[src/sv/das_pkg.sv]
package das_pkg;

    localparam int TimeW   = 32;
    localparam int InDataW = 40;
    localparam int OutDataW = 16;

    localparam logic [1:0] MODE_IDLE = 2'd0;
    localparam logic [1:0] MODE_WAIT = 2'd1;
    localparam logic [1:0] MODE_OPEN = 2'd2;

    localparam logic [1:0] CODE_OK        = 2'd1;
    localparam logic [1:0] CODE_NO        = 2'd2;
    localparam logic [1:0] CODE_NO_DETECT = 2'd3;

    localparam logic [1:0] SERVO_NONE  = 2'd0;
    localparam logic [1:0] SERVO_OPEN  = 2'd1;
    localparam logic [1:0] SERVO_CLOSE = 2'd2;

    localparam logic [2:0] ST_NONE       = 3'd0;
    localparam logic [2:0] ST_WAITING    = 3'd1;
    localparam logic [2:0] ST_TIMEOUT    = 3'd2;
    localparam logic [2:0] ST_GRANTED    = 3'd3;
    localparam logic [2:0] ST_DENIED     = 3'd4;
    localparam logic [2:0] ST_READY      = 3'd5;
    localparam logic [2:0] ST_CLOSED     = 3'd6;
    localparam logic [2:0] ST_AUTOCLOSED = 3'd7;

    localparam logic [1:0] REG_SAMPLE_INTERVAL = 2'd0;
    localparam logic [1:0] REG_REPLY_TIMEOUT   = 2'd1;
    localparam logic [1:0] REG_DOOR_OPEN       = 2'd2;
    localparam logic [1:0] REG_ALERT_TIMEOUT   = 2'd3;

    localparam logic [TimeW-1:0] RST_SAMPLE_INTERVAL = 32'd500;
    localparam logic [TimeW-1:0] RST_REPLY_TIMEOUT   = 32'd10000;
    localparam logic [TimeW-1:0] RST_DOOR_OPEN       = 32'd5000;
    localparam logic [TimeW-1:0] RST_ALERT_TIMEOUT   = 32'd30000;

    typedef struct packed {
        logic [TimeW-1:0] sample_interval_ms;
        logic [TimeW-1:0] reply_timeout_ms;
        logic [TimeW-1:0] door_open_ms;
        logic [TimeW-1:0] alert_timeout_ms;
    } t_cfg;

    typedef struct packed {
        logic [1:0]       reply_code;
        logic             reply_arrived;
        logic             motion_level;
        logic [TimeW-1:0] now_ms;
    } t_item;

    typedef struct packed {
        logic [1:0] mode_now;
        logic [2:0] status_shown;
        logic       send_alert;
        logic [1:0] servo_command;
        logic       publish_motion;
    } t_result;

    typedef struct packed {
        logic [1:0]       mode;
        logic [TimeW-1:0] last_sample_time;
        logic [TimeW-1:0] door_move_time;
        logic [TimeW-1:0] wait_start_time;
        logic [TimeW-1:0] alert_start_time;
        logic             door_is_open;
        logic             grant_hold;
        logic             alert_latched;
        logic             alert_active;
        logic             prev_motion;
        logic             detect_enabled;
        logic             reply_pending;
        logic [1:0]       pending_code;
    } t_state;

    localparam t_state STATE_RESET = '{
        mode:             MODE_IDLE,
        last_sample_time: '0,
        door_move_time:   '0,
        wait_start_time:  '0,
        alert_start_time: '0,
        door_is_open:     1'b0,
        grant_hold:       1'b0,
        alert_latched:    1'b0,
        alert_active:     1'b0,
        prev_motion:      1'b0,
        detect_enabled:   1'b1,
        reply_pending:    1'b0,
        pending_code:     2'b00
    };

endpackage

[src/sv/door_access_sequencer.sv]
// Channel        Dir  Width  Contents
// s_axis         in   40     tdata: now_ms, motion_level, reply_arrived, reply_code
// m_axis         out  16     tdata: publish_motion, servo_command, send_alert,
//                            status_shown, mode_now
// i_cfg_*        in   1/2/32 write enable, register index, write data
//
// One tick per cycle sustained while m_axis is not stalled.
// The tick's work runs between the input register and the output register,
// and the control state is updated as the tick moves into the output register.
// Synchronous active-low reset sets the state and the config registers to their reset values and empties both stages.
// A stall on m_axis holds both stages; s_axis_tready drops while the input stage is full.
module door_access_sequencer
    import das_pkg::*;
(
    input  logic                i_clk,
    input  logic                i_rst_n,
    input  logic                s_axis_tvalid,
    output logic                s_axis_tready,
    input  logic [InDataW-1:0]  s_axis_tdata,  // now_ms[31:0], motion_level[32],
                                               // reply_arrived[33], reply_code[35:34]
    output logic                m_axis_tvalid,
    input  logic                m_axis_tready,
    output logic [OutDataW-1:0] m_axis_tdata,  // publish_motion[0], servo_command[2:1],
                                               // send_alert[3], status_shown[6:4],
                                               // mode_now[8:7]
    input  logic                i_cfg_we,
    input  logic [1:0]          i_cfg_idx,
    input  logic [TimeW-1:0]    i_cfg_wdata
);

    localparam int ItemW = $bits(t_item);
    localparam int ResW  = $bits(t_result);

    t_cfg    r_cfg;
    t_state  r_state;
    t_state  n_state;
    logic    r_in_valid;
    t_item   r_in_item;
    logic    r_out_valid;
    t_result r_out_res;
    t_result n_out_res;
    logic    advance;

    assign advance       = r_in_valid && (!r_out_valid || m_axis_tready);
    assign s_axis_tready = !r_in_valid || advance;

    always_ff @(posedge i_clk) begin
        if (!i_rst_n) begin
            r_cfg.sample_interval_ms <= RST_SAMPLE_INTERVAL;
            r_cfg.reply_timeout_ms   <= RST_REPLY_TIMEOUT;
            r_cfg.door_open_ms       <= RST_DOOR_OPEN;
            r_cfg.alert_timeout_ms   <= RST_ALERT_TIMEOUT;
        end else if (i_cfg_we) begin
            unique case (i_cfg_idx)
                REG_SAMPLE_INTERVAL: r_cfg.sample_interval_ms <= i_cfg_wdata;
                REG_REPLY_TIMEOUT:   r_cfg.reply_timeout_ms   <= i_cfg_wdata;
                REG_DOOR_OPEN:       r_cfg.door_open_ms       <= i_cfg_wdata;
                REG_ALERT_TIMEOUT:   r_cfg.alert_timeout_ms   <= i_cfg_wdata;
                default: begin
                end
            endcase
        end
    end

    das_step u_step (
        .i_state  (r_state),
        .i_cfg    (r_cfg),
        .i_item   (r_in_item),
        .o_state  (n_state),
        .o_result (n_out_res)
    );

    always_ff @(posedge i_clk) begin
        if (!i_rst_n) begin
            r_in_valid  <= 1'b0;
            r_out_valid <= 1'b0;
            r_state     <= STATE_RESET;
        end else begin
            if (s_axis_tready) begin
                r_in_valid <= s_axis_tvalid;
            end
            if (advance) begin
                r_out_valid <= 1'b1;
                r_state     <= n_state;
            end else if (m_axis_tready) begin
                r_out_valid <= 1'b0;
            end
        end
    end

    always_ff @(posedge i_clk) begin
        if (s_axis_tvalid && s_axis_tready) begin
            r_in_item <= t_item'(s_axis_tdata[ItemW-1:0]);
        end
        if (advance) begin
            r_out_res <= n_out_res;
        end
    end

    assign m_axis_tvalid = r_out_valid;
    assign m_axis_tdata  = {{(OutDataW-ResW){1'b0}}, r_out_res};

endmodule

[src/sv/das_step.sv]
module das_step
    import das_pkg::*;
(
    input  t_state  i_state,
    input  t_cfg    i_cfg,
    input  t_item   i_item,
    output t_state  o_state,
    output t_result o_result
);

    t_state           s;
    t_result          r;
    logic [TimeW-1:0] now;
    logic             alert_done;
    logic             sample_due;
    logic             wait_expired;
    logic             open_expired;
    logic             auto_close;

    always_comb begin
        s   = i_state;
        now = i_item.now_ms;
        r   = '{mode_now: MODE_IDLE, status_shown: ST_NONE, send_alert: 1'b0,
                servo_command: SERVO_NONE, publish_motion: 1'b0};

        alert_done   = (now - i_state.alert_start_time) >= i_cfg.alert_timeout_ms;
        sample_due   = (now - i_state.last_sample_time) >= i_cfg.sample_interval_ms;
        wait_expired = (now - i_state.wait_start_time)  >= i_cfg.reply_timeout_ms;
        open_expired = (now - i_state.door_move_time)   >= i_cfg.door_open_ms;

        if (i_item.reply_arrived) begin
            s.reply_pending = 1'b1;
            s.pending_code  = i_item.reply_code;
        end

        if (s.alert_active && alert_done) begin
            s.alert_active   = 1'b0;
            s.alert_latched  = 1'b0;
            r.status_shown   = ST_READY;
            s.mode           = MODE_IDLE;
            s.detect_enabled = 1'b1;
        end

        unique case (s.mode)
            MODE_IDLE: begin
                if (s.detect_enabled && sample_due) begin
                    s.last_sample_time = now;
                    if (!s.prev_motion && i_item.motion_level) begin
                        r.publish_motion  = 1'b1;
                        r.status_shown    = ST_WAITING;
                        s.wait_start_time = now;
                        s.mode            = MODE_WAIT;
                        s.detect_enabled  = 1'b0;
                    end
                    s.prev_motion = i_item.motion_level;
                end
            end
            MODE_WAIT: begin
                if (wait_expired) begin
                    r.status_shown     = ST_TIMEOUT;
                    s.reply_pending    = 1'b0;
                    s.mode             = MODE_IDLE;
                    s.detect_enabled   = 1'b1;
                    s.last_sample_time = now;
                end else if (s.reply_pending) begin
                    if (s.pending_code == CODE_OK) begin
                        s.grant_hold   = 1'b1;
                        r.status_shown = ST_GRANTED;
                        if (!s.door_is_open) begin
                            r.servo_command  = SERVO_OPEN;
                            s.door_is_open   = 1'b1;
                            s.door_move_time = now;
                            s.mode           = MODE_OPEN;
                            s.grant_hold     = 1'b0;
                        end
                    end else if (s.pending_code == CODE_NO && !s.grant_hold) begin
                        r.status_shown = ST_DENIED;
                        if (!s.alert_latched && !s.alert_active) begin
                            s.alert_latched    = 1'b1;
                            s.alert_active     = 1'b1;
                            s.alert_start_time = now;
                            r.send_alert       = 1'b1;
                        end
                        s.mode             = MODE_IDLE;
                        s.detect_enabled   = 1'b1;
                        s.last_sample_time = now;
                    end else if (s.pending_code == CODE_NO_DETECT) begin
                        r.status_shown     = ST_READY;
                        s.mode             = MODE_IDLE;
                        s.detect_enabled   = 1'b1;
                        s.last_sample_time = now;
                    end
                    s.reply_pending = 1'b0;
                end
            end
            MODE_OPEN: begin
                if (open_expired) begin
                    r.servo_command    = SERVO_CLOSE;
                    s.door_is_open     = 1'b0;
                    r.status_shown     = ST_CLOSED;
                    s.mode             = MODE_IDLE;
                    s.detect_enabled   = 1'b1;
                    s.last_sample_time = now;
                    s.grant_hold       = 1'b0;
                    s.reply_pending    = 1'b0;
                end
            end
            default: begin
            end
        endcase

        // door_move_time only changes on a move into open mode, which skips this
        auto_close = s.door_is_open && open_expired && (s.mode != MODE_OPEN);
        if (auto_close) begin
            r.servo_command    = SERVO_CLOSE;
            s.door_is_open     = 1'b0;
            r.status_shown     = ST_AUTOCLOSED;
            s.mode             = MODE_IDLE;
            s.detect_enabled   = 1'b1;
            s.last_sample_time = now;
            s.grant_hold       = 1'b0;
            s.reply_pending    = 1'b0;
        end

        r.mode_now = s.mode;
    end

    assign o_state  = s;
    assign o_result = r;

endmodule

[config.mk]
export PLATFORM = sky130hd
export DESIGN_NAME = door_access_sequencer
export DESIGN_NICKNAME = d
export VERILOG_FILES = /design/src/sv/das_pkg.sv /design/src/sv/door_access_sequencer.sv /design/src/sv/das_step.sv
export SDC_FILE = /design/constraint.sdc
export NUM_CORES = 1
export LEC_CHECK = 0
export ABC_CLOCK_PERIOD_IN_PS = 11100
export BUFFER_PORTS_ARGS = -buffer_cell sky130_fd_sc_hd__buf_2
export CAP_MARGIN = 20
export CORE_MARGIN = 2
export CORE_UTILIZATION = 60
export CTS_CLUSTER_DIAMETER = 150
export CTS_CLUSTER_SIZE = 20
export DETAILED_ROUTE_END_ITERATION = 8
export GPL_ROUTABILITY_DRIVEN = 0
export PLACE_DENSITY_LB_ADDON = 0.05
export SLEW_MARGIN = 20
export SYNTH_ARGS = -nofsm -noshare
export SYNTH_HDL_FRONTEND = slang
export SYNTH_SLANG_ARGS = --single-unit
export TNS_END_PERCENT = 5
[constraint.sdc]
create_clock -name i_clk -period 11.1 [get_ports i_clk]
set_clock_uncertainty 0.1 [all_clocks]
set_input_delay 1.11 -clock i_clk [delete_from_list [all_inputs] [get_ports i_clk]]
set_output_delay 1.11 -clock i_clk [all_outputs]
set_load 0.03 [all_outputs]
==> results of run 1 <==
-- cell type report --
class	count	share of cell area
Clock inverter	1	0.000391
Tap cell	455	0.0254
Sequential cell	314	0.301
Inverter	286	0.0479
Timing Repair Buffer	96	0.0235
Multi-Input combinational cell	1775	0.579
Clock buffer	30	0.0231
-- per-layer routing --
layer	GRT usage	part of all wire
met2	0.473	0.44
met3	0.0241	0.037
met4	0.0846	0.031
met1	0.402	0.49
met5	0	0
-- flip-flops by register name (all words and copies together) (netlist names) --
register	flops
m_axis_tvalid	1
r_in_valid	1
m_axis_tdata	9
r_in_item	36
r_cfg	128
r_state	139
-- cells in the final DEF (no fill, tap or decap), types with 5 or more instances in the layout --
| cell type | Yosys | layout |
|---|---|---|
| sky130_fd_sc_hd__nor4_1 | 5 | 5 |
| sky130_fd_sc_hd__o31ai_1 | 7 | 7 |
| sky130_fd_sc_hd__o21bai_1 | 17 | 17 |
| sky130_fd_sc_hd__o21ai_1 | 8 | 8 |
| sky130_fd_sc_hd__a21boi_0 | 115 | 115 |
| sky130_fd_sc_hd__clkbuf_1 | 58 | 11 |
| sky130_fd_sc_hd__nand2b_1 | 21 | 21 |
| sky130_fd_sc_hd__a211oi_1 | 15 | 15 |
| sky130_fd_sc_hd__edfxtp_1 | 45 | 45 |
| sky130_fd_sc_hd__nor2_1 | 93 | 91 |
| sky130_fd_sc_hd__mux2i_1 | 97 | 97 |
| sky130_fd_sc_hd__buf_2 | 5 | 84 |
| sky130_fd_sc_hd__conb_1 | 1 | 7 |
| sky130_fd_sc_hd__clkbuf_16 | 0 | 19 |
| sky130_fd_sc_hd__ha_1 | 256 | 256 |
| sky130_fd_sc_hd__buf_4 | 13 | 10 |
| sky130_fd_sc_hd__inv_1 | 286 | 286 |
| sky130_fd_sc_hd__and4_1 | 7 | 7 |
| sky130_fd_sc_hd__xor2_1 | 27 | 27 |
| sky130_fd_sc_hd__o21ai_0 | 65 | 65 |
| sky130_fd_sc_hd__xnor2_1 | 85 | 85 |
| sky130_fd_sc_hd__a31oi_1 | 7 | 7 |
| sky130_fd_sc_hd__nand3_1 | 34 | 34 |
| sky130_fd_sc_hd__or3_1 | 6 | 6 |
| sky130_fd_sc_hd__a21o_1 | 102 | 102 |
| sky130_fd_sc_hd__a221oi_1 | 6 | 6 |
| sky130_fd_sc_hd__and2_1 | 12 | 9 |
| sky130_fd_sc_hd__nor3_1 | 19 | 19 |
| sky130_fd_sc_hd__o21a_1 | 30 | 30 |
| sky130_fd_sc_hd__and3_1 | 14 | 14 |
| sky130_fd_sc_hd__nand2_1 | 290 | 290 |
| sky130_fd_sc_hd__dfxtp_1 | 269 | 269 |
| sky130_fd_sc_hd__nor2b_1 | 118 | 118 |
| sky130_fd_sc_hd__o211ai_1 | 32 | 32 |
| sky130_fd_sc_hd__nand4_1 | 25 | 25 |
| sky130_fd_sc_hd__a22o_1 | 33 | 33 |
| sky130_fd_sc_hd__a21oi_1 | 132 | 132 |
| sky130_fd_sc_hd__or2_2 | 6 | 6 |
-- worst max path at each step --
stage	startpoint	to	slack, ns	cells after the start
6_report	r_in_item[0]	r_state[117]	1.81	31
5_1_grt	r_in_item[0]	r_state[117]	1.20	31
4_1_cts	r_in_item[0]	r_state[117]	1.99	31
3_5_place_dp	r_in_item[0]	r_state[128]	2.06	31
3_3_place_gp	r_in_item[0]	r_state[124]	2.26	31
2_1_floorplan	r_in_item[0]	r_state[106]	4.25	33
-- power by group through the flow --
| stage | combinational (mW) | clock (mW) | sequential [mW] |
|---|---|---|---|
| 6_report | 0.888 | 0.726 | 1.25 |
| 2_1_floorplan | 0.669 | 0 | 1.27 |
| 3_5_place_dp | 0.870 | 0 | 1.28 |
| 4_1_cts | 0.879 | 0.743 | 1.25 |
| 5_1_grt | 1.00 | 0.775 | 1.26 |
| 3_3_place_gp | 0.844 | 0 | 1.28 |
-- logic make-up (layout without fill, tap and decap cells) --
family,count (synthesis),count (layout),synth area share
other cells,1,7,0.000177
flops,314,314,0.318
mux,98,98,0.0464
compound gates,629,629,0.209
xor+xnor,112,112,0.0464
fa+ha+maj,260,260,0.155
buf+inv,371,413,0.0709
simple gates,669,669,0.153
-- per-stage QoR --
step | cell area [µm²] | utilization | total power, mW | hold slack, ns | worst slack (ns)
5_1_grt | 22400 | 0.647 | 3.03 | 0.392 | 1.20
3_3_place_gp | 21900 | 0.631 | 2.12 | 0.353 | 2.26
4_1_cts | 22400 | 0.646 | 2.87 | 0.372 | 1.99
2_1_floorplan | 21200 | - | 1.93 | 0.339 | 4.25
6_report | 22400 | 0.647 | 2.86 | 0.368 | 1.81
3_5_place_dp | 21900 | 0.631 | 2.15 | 0.360 | 2.06
-- tightest hold or removal path: cells and delay by family (launching register included) --
family           cells  cell delay [ns]
AND/OR/NAND/NOR      1             0.05
AO/OA/AOI/OAI        1             0.06
flip-flops           1             0.31
==> impl_metrics.env, run 1 <==
export IMPL_seqPwrFrac=0.437
export IMPL_syn_cell_area_um2=21200
export IMPL_final_setup_viol_count=0
export IMPL_detail_route_drc_violations=0
export IMPL_whs_path_depth=2
export IMPL_comb_power_share=0.310
export IMPL_slew_headroom=0.260
export IMPL_worst_endpoint_arrival_ns=9.66
export IMPL_worst_endpoint_required_ns=11.47
export IMPL_seqCellArea_um2=6740
export IMPL_synth_ff_latch_count=314
export IMPL_status="complete, no violations"
export IMPL_filler_cell_count=3010
export IMPL_hpwlAfterDp_um=38300
export IMPL_netlist_top_cells_count="sky130_fd_sc_hd__nand2_1 (290), sky130_fd_sc_hd__inv_1 (286), sky130_fd_sc_hd__dfxtp_1 (269), sky130_fd_sc_hd__ha_1 (256), sky130_fd_sc_hd__a21oi_1 (132)"
export IMPL_maxCapViolCount=0
export IMPL_hp_start="r_cfg[112]"
export IMPL_crit_path_start_kind="flip-flop"
export IMPL_numPortBuffers=85
export IMPL_router_iterations_before_antenna_repair=5
export IMPL_antenna_found_initial=0
export IMPL_post_cts_resize_count=0
export IMPL_floorplan_rows=68
export IMPL_numPlacedInstances=2925
export IMPL_power_static_leakage_nw=8.58
export IMPL_worst_r2r_startpoint="r_in_item[0]"
export IMPL_vias_post_dr=16900
export IMPL_final_net_count=2831
export IMPL_synth_main_ff_cell="sky130_fd_sc_hd__dfxtp_1"
export IMPL_netSwitchingFraction=0.333
export IMPL_die_ht_um=192
export IMPL_endpoint_kind="flip-flop"
export IMPL_layout_cells_non_filler=2957
export IMPL_synth_instances=2454
export IMPL_yosys_warnings=0
export IMPL_mean_cell_area_of_the_mapped_netlist_um2=8.62
export IMPL_vdd_drop_max_mv=0.119
export IMPL_numCtsBuffers=19
export IMPL_path_clk_slew_ns=0.09
export IMPL_p_clk_frac=0.253
export IMPL_clock_latency_ns=0.53
export IMPL_clock_tree_buffer_depth=3
export IMPL_synth_cell_types=89
export IMPL_setup_worst_path_class="reg -> reg"
export IMPL_synth_top_cells_by_area="sky130_fd_sc_hd__dfxtp_1 (25%), sky130_fd_sc_hd__ha_1 (15%), sky130_fd_sc_hd__edfxtp_1 (6.4%), sky130_fd_sc_hd__nand2_1 (5.1%), sky130_fd_sc_hd__inv_1 (5.1%)"
export IMPL_clock_tree_htree_level_count=1
export IMPL_cpLargestDelayFamily="compound AO/OA/AOI/OAI gates"
export IMPL_finalSetupTns_ns=0
export IMPL_routed_via_density=5.72
export IMPL_ant_nets=0
export IMPL_maxClockFrequency_ghz=0.108
export IMPL_cts_setup_buffers=0
export IMPL_worst_r2r_cell_count=31
export IMPL_top_level_ports=97
export IMPL_r2r_end="r_state[117]"
export IMPL_flow_area_growth_from_synthesis_pct=5.91
export IMPL_die_width_um=192
export IMPL_finalCriticalPeriod_ns=9.29
export IMPL_critPathSlowestCell="sky130_fd_sc_hd__a21oi_4"
export IMPL_worst_path_max_fanout=32
export IMPL_grt_use_total=0.287
export IMPL_initialDrtViolationCount=994
export IMPL_timing_final_max_slew_violations=0
export IMPL_final_layout_size_suffix_gt1_frac=0.0627
export IMPL_worstMarginPinSlew_ns=1.11
export IMPL_synth_edf_count=45
export IMPL_crit_top_cell="sky130_fd_sc_hd__ha_1"
export IMPL_globalRouteOverflowTotal=0
export IMPL_antenna_diode_count=0
export IMPL_multi_input_comb_area_um2=13000
export IMPL_min_period_over_period=0.837
export IMPL_power_report_internal_total_mw=1.91
export IMPL_total_die_area_um2=36800
export IMPL_first_global_vias=16100
export IMPL_floorplan_initialDensity=0.611
export IMPL_synthDominantCellAreaShare=0.255
export IMPL_power_per_cell_area_nw_per_um2=128
export IMPL_synthMostInstantiatedCell="sky130_fd_sc_hd__nand2_1"
export IMPL_holdPathEnd="r_cfg[112]"
export IMPL_clock_sinks=314
export IMPL_pin_count_of_the_biggest_net_entering_global_routing=139
export IMPL_cts_tree="built"
export IMPL_worst_r2r_setup_slack_ns=1.81
export IMPL_grt_first_pass_wirelength_um=83800
export IMPL_rsz0062_at_grt="no"
export IMPL_critPathBufInv=2
export IMPL_hold_path_class="reg -> reg"
export IMPL_cts_root_buffer="sky130_fd_sc_hd__clkbuf_16"
export IMPL_switchingPower_mw=0.952
export IMPL_netlist_top_cell_by_area="sky130_fd_sc_hd__dfxtp_1"
export IMPL_route_final_wire_length_um=52300
export IMPL_timing_final_hold_violations=0
export IMPL_coreArea_um2=34600
export IMPL_synth_seq_area_share=0.318
export IMPL_synthArstFlopShare=0
export IMPL_post_cts_hold_buffer_count=0
export IMPL_critPathMaxStageDelay_ns=0.92
export IMPL_wire_per_inst_um=17.7
Note: power is estimated with default switching activity, not from simulation.
==> run 2: changes to the inputs <==
--- a/config.mk
+++ b/config.mk
@@ -5,7 +5,7 @@
 export SDC_FILE = /design/constraint.sdc
 export NUM_CORES = 1
 export LEC_CHECK = 0
-export ABC_CLOCK_PERIOD_IN_PS = 11100
+export ABC_CLOCK_PERIOD_IN_PS = 9600
 export BUFFER_PORTS_ARGS = -buffer_cell sky130_fd_sc_hd__buf_2
 export CAP_MARGIN = 20
 export CORE_MARGIN = 2
==> constraint.sdc (replaced) <==
create_clock -name i_clk -period 9.6 [get_ports i_clk]
set_clock_uncertainty 0.1 [all_clocks]
set_input_delay 0.96 -clock i_clk [delete_from_list [all_inputs] [get_ports i_clk]]
set_output_delay 0.96 -clock i_clk [all_outputs]
set_load 0.03 [all_outputs]
==> impl_metrics.env, run 2 (synthesis results as in run 1) <==
export IMPL_grt_use_total=0.286
export IMPL_grt_first_pass_wirelength_um=83100
export IMPL_routed_via_density=5.75
export IMPL_worst_r2r_cell_count=33
export IMPL_top_level_ports=97
export IMPL_hold_path_class="reg -> reg"
export IMPL_crit_path_start_kind="flip-flop"
export IMPL_power_report_internal_total_mw=2.22
export IMPL_worst_r2r_startpoint="r_in_item[0]"
export IMPL_router_iterations_before_antenna_repair=5
export IMPL_coreArea_um2=34600
export IMPL_finalSetupTns_ns=0
export IMPL_critPathSlowestCell="sky130_fd_sc_hd__a21oi_4"
export IMPL_worstMarginPinSlew_ns=1.17
export IMPL_netSwitchingFraction=0.334
export IMPL_switchingPower_mw=1.11
export IMPL_path_clk_slew_ns=0.09
export IMPL_met3WireLength_um=2940
export IMPL_maxClockFrequency_ghz=0.117
export IMPL_globalRouteOverflowTotal=0
export IMPL_crit_top_cell="sky130_fd_sc_hd__ha_1"
export IMPL_final_setup_viol_count=0
export IMPL_critPathMaxStageDelay_ns=0.60
export IMPL_vdd_drop_max_mv=0.156
export IMPL_min_period_over_period=0.894
export IMPL_clock_sinks=314
export IMPL_antenna_diode_count=0
export IMPL_total_power_mw=3.33
export IMPL_power_static_leakage_nw=8.61
export IMPL_maxCapViolCount=0
export IMPL_slew_headroom=0.202
export IMPL_whs_path_depth=2
export IMPL_route_final_wire_length_um=53000
export IMPL_cts_root_buffer="sky130_fd_sc_hd__clkbuf_16"
export IMPL_power_per_cell_area_nw_per_um2=148
export IMPL_first_global_vias=15800
export IMPL_r2r_end="r_state[117]"
export IMPL_comb_power_share=0.311
export IMPL_detail_route_wirelength_met1_um=25200
export IMPL_holdPathEnd="r_cfg[46]"
export IMPL_numCtsBuffers=19
export IMPL_flow_area_growth_from_synthesis_pct=6.21
export IMPL_floorplan_rows=68
export IMPL_cts_tree="built"
export IMPL_hp_start="r_cfg[46]"
export IMPL_setup_worst_path_class="reg -> reg"
export IMPL_timing_final_max_slew_violations=0
export IMPL_worst_path_max_fanout=17
export IMPL_clock_latency_ns=0.54
export IMPL_worst_endpoint_required_ns=9.98
export IMPL_ant_nets=0
export IMPL_pin_count_of_the_biggest_net_entering_global_routing=127
export IMPL_post_cts_resize_count=0
export IMPL_finalCriticalPeriod_ns=8.58
export IMPL_regMostFlops="r_state"
export IMPL_wl_met2_um=23600
export IMPL_post_cts_hold_buffer_count=0
export IMPL_final_layout_size_suffix_gt1_frac=0.0634
export IMPL_p_clk_frac=0.255
export IMPL_rsz0062_at_grt="no"
export IMPL_timing_final_hold_violations=0
export IMPL_flip_flop_count_of_the_largest_register_all_copies_and_words_added=139
export IMPL_total_die_area_um2=36800
export IMPL_seqPwrFrac=0.434
export IMPL_vias_post_dr=17000
export IMPL_initialDrtViolationCount=989
export IMPL_die_width_um=192
export IMPL_status="complete, no violations"
export IMPL_layout_commonest_cell="sky130_fd_sc_hd__nand2_1"
export IMPL_worst_endpoint_arrival_ns=8.96
export IMPL_clock_tree_htree_level_count=1
export IMPL_final_net_count=2834
export IMPL_detail_route_drc_violations=0
export IMPL_worst_r2r_setup_slack_ns=1.02
export IMPL_cts_setup_buffers=0
export IMPL_endpoint_kind="flip-flop"
export IMPL_largest_registers_in_the_final_layout="r_state: 139 flops, r_cfg: 128 flops, r_in_item: 36 flops"
export IMPL_floorplan_initialDensity=0.611
export IMPL_wire_per_inst_um=17.9
export IMPL_most_common_layout_cells="sky130_fd_sc_hd__nand2_1 (290), sky130_fd_sc_hd__inv_1 (286), sky130_fd_sc_hd__dfxtp_1 (269)"
export IMPL_antenna_found_initial=0
export IMPL_clock_tree_buffer_depth=3
export IMPL_die_ht_um=192
export IMPL_hpwlAfterDp_um=38100
export IMPL_numPortBuffers=85
export IMPL_highest_layer="met4"
## run 2: cell count changes in the layout (fill, tap and decap cells not counted), sizes merged
cell / previous run / this run
buf: 96 / 99
clkbuf: 30 / 31
## run 2: power by group through the flow
| stage | Clock (mW) | Combinational [mW] | Sequential [mW] |
|---|---|---|---|
| floorplan | 0 | 0.774 | 1.46 |
| global placement | 0 | 0.985 | 1.47 |
| detailed placement | 0 | 1.02 | 1.48 |
| CTS | 0.862 | 1.03 | 1.45 |
| global route | 0.904 | 1.16 | 1.45 |
| finish | 0.848 | 1.04 | 1.45 |
## run 2: cell type report
type | count | area, µm²
Multi-Input combinational cell | 1775 | 13000
Fill cell | 2994 | 12200
Sequential cell | 314 | 6740
Inverter | 286 | 1070
Timing Repair Buffer | 99 | 594
Tap cell | 455 | 569
Clock buffer | 31 | 520
Clock inverter | 1 | 8.76
## run 2: per-stage QoR
| step | utilization | worst slack [ns] | area (µm²) | hold WS (ns) | std cells |
|---|---|---|---|---|---|
| 2_1_floorplan | - | 2.75 | 21200 | 0.339 | 2460 |
| 3_3_place_gp | 0.633 | 1.30 | 21900 | 0.352 | 2928 |
| 3_5_place_dp | 0.633 | 1.24 | 21900 | 0.359 | 2928 |
| 4_1_cts | 0.648 | 1.17 | 22400 | 0.371 | 2960 |
| 5_1_grt | 0.649 | 0.454 | 22500 | 0.384 | 2961 |
| 6_report | 0.649 | 1.02 | 22500 | 0.369 | 2961 |
## run 2: worst max path at each step
stage	depth (start not counted)	from	to
after floorplan	33	r_in_item[0]	r_state[106]
after global placement	33	r_in_item[0]	r_state[119]
after detailed placement	33	r_in_item[0]	r_state[113]
after CTS	33	r_in_item[0]	r_state[117]
after global routing	33	r_in_item[0]	r_state[115]
final	33	r_in_item[0]	r_state[117]
## run 2: per-layer routing
layer  up-vias  GRT usage
li1       8533          -
met2       396      0.467
met5         -          0
met1      8025      0.405
met4         0     0.0728
met3        59     0.0261
## run 2: worst max-delay path, delay by kind of cell, from the launching register on
family	cells	cell delay, ns
fa+ha+maj	4	1.23
flops	1	0.52
xor+xnor	1	0.10
compound gates	16	3.85
simple gates	8	2.01
buf+inv	4	0.68
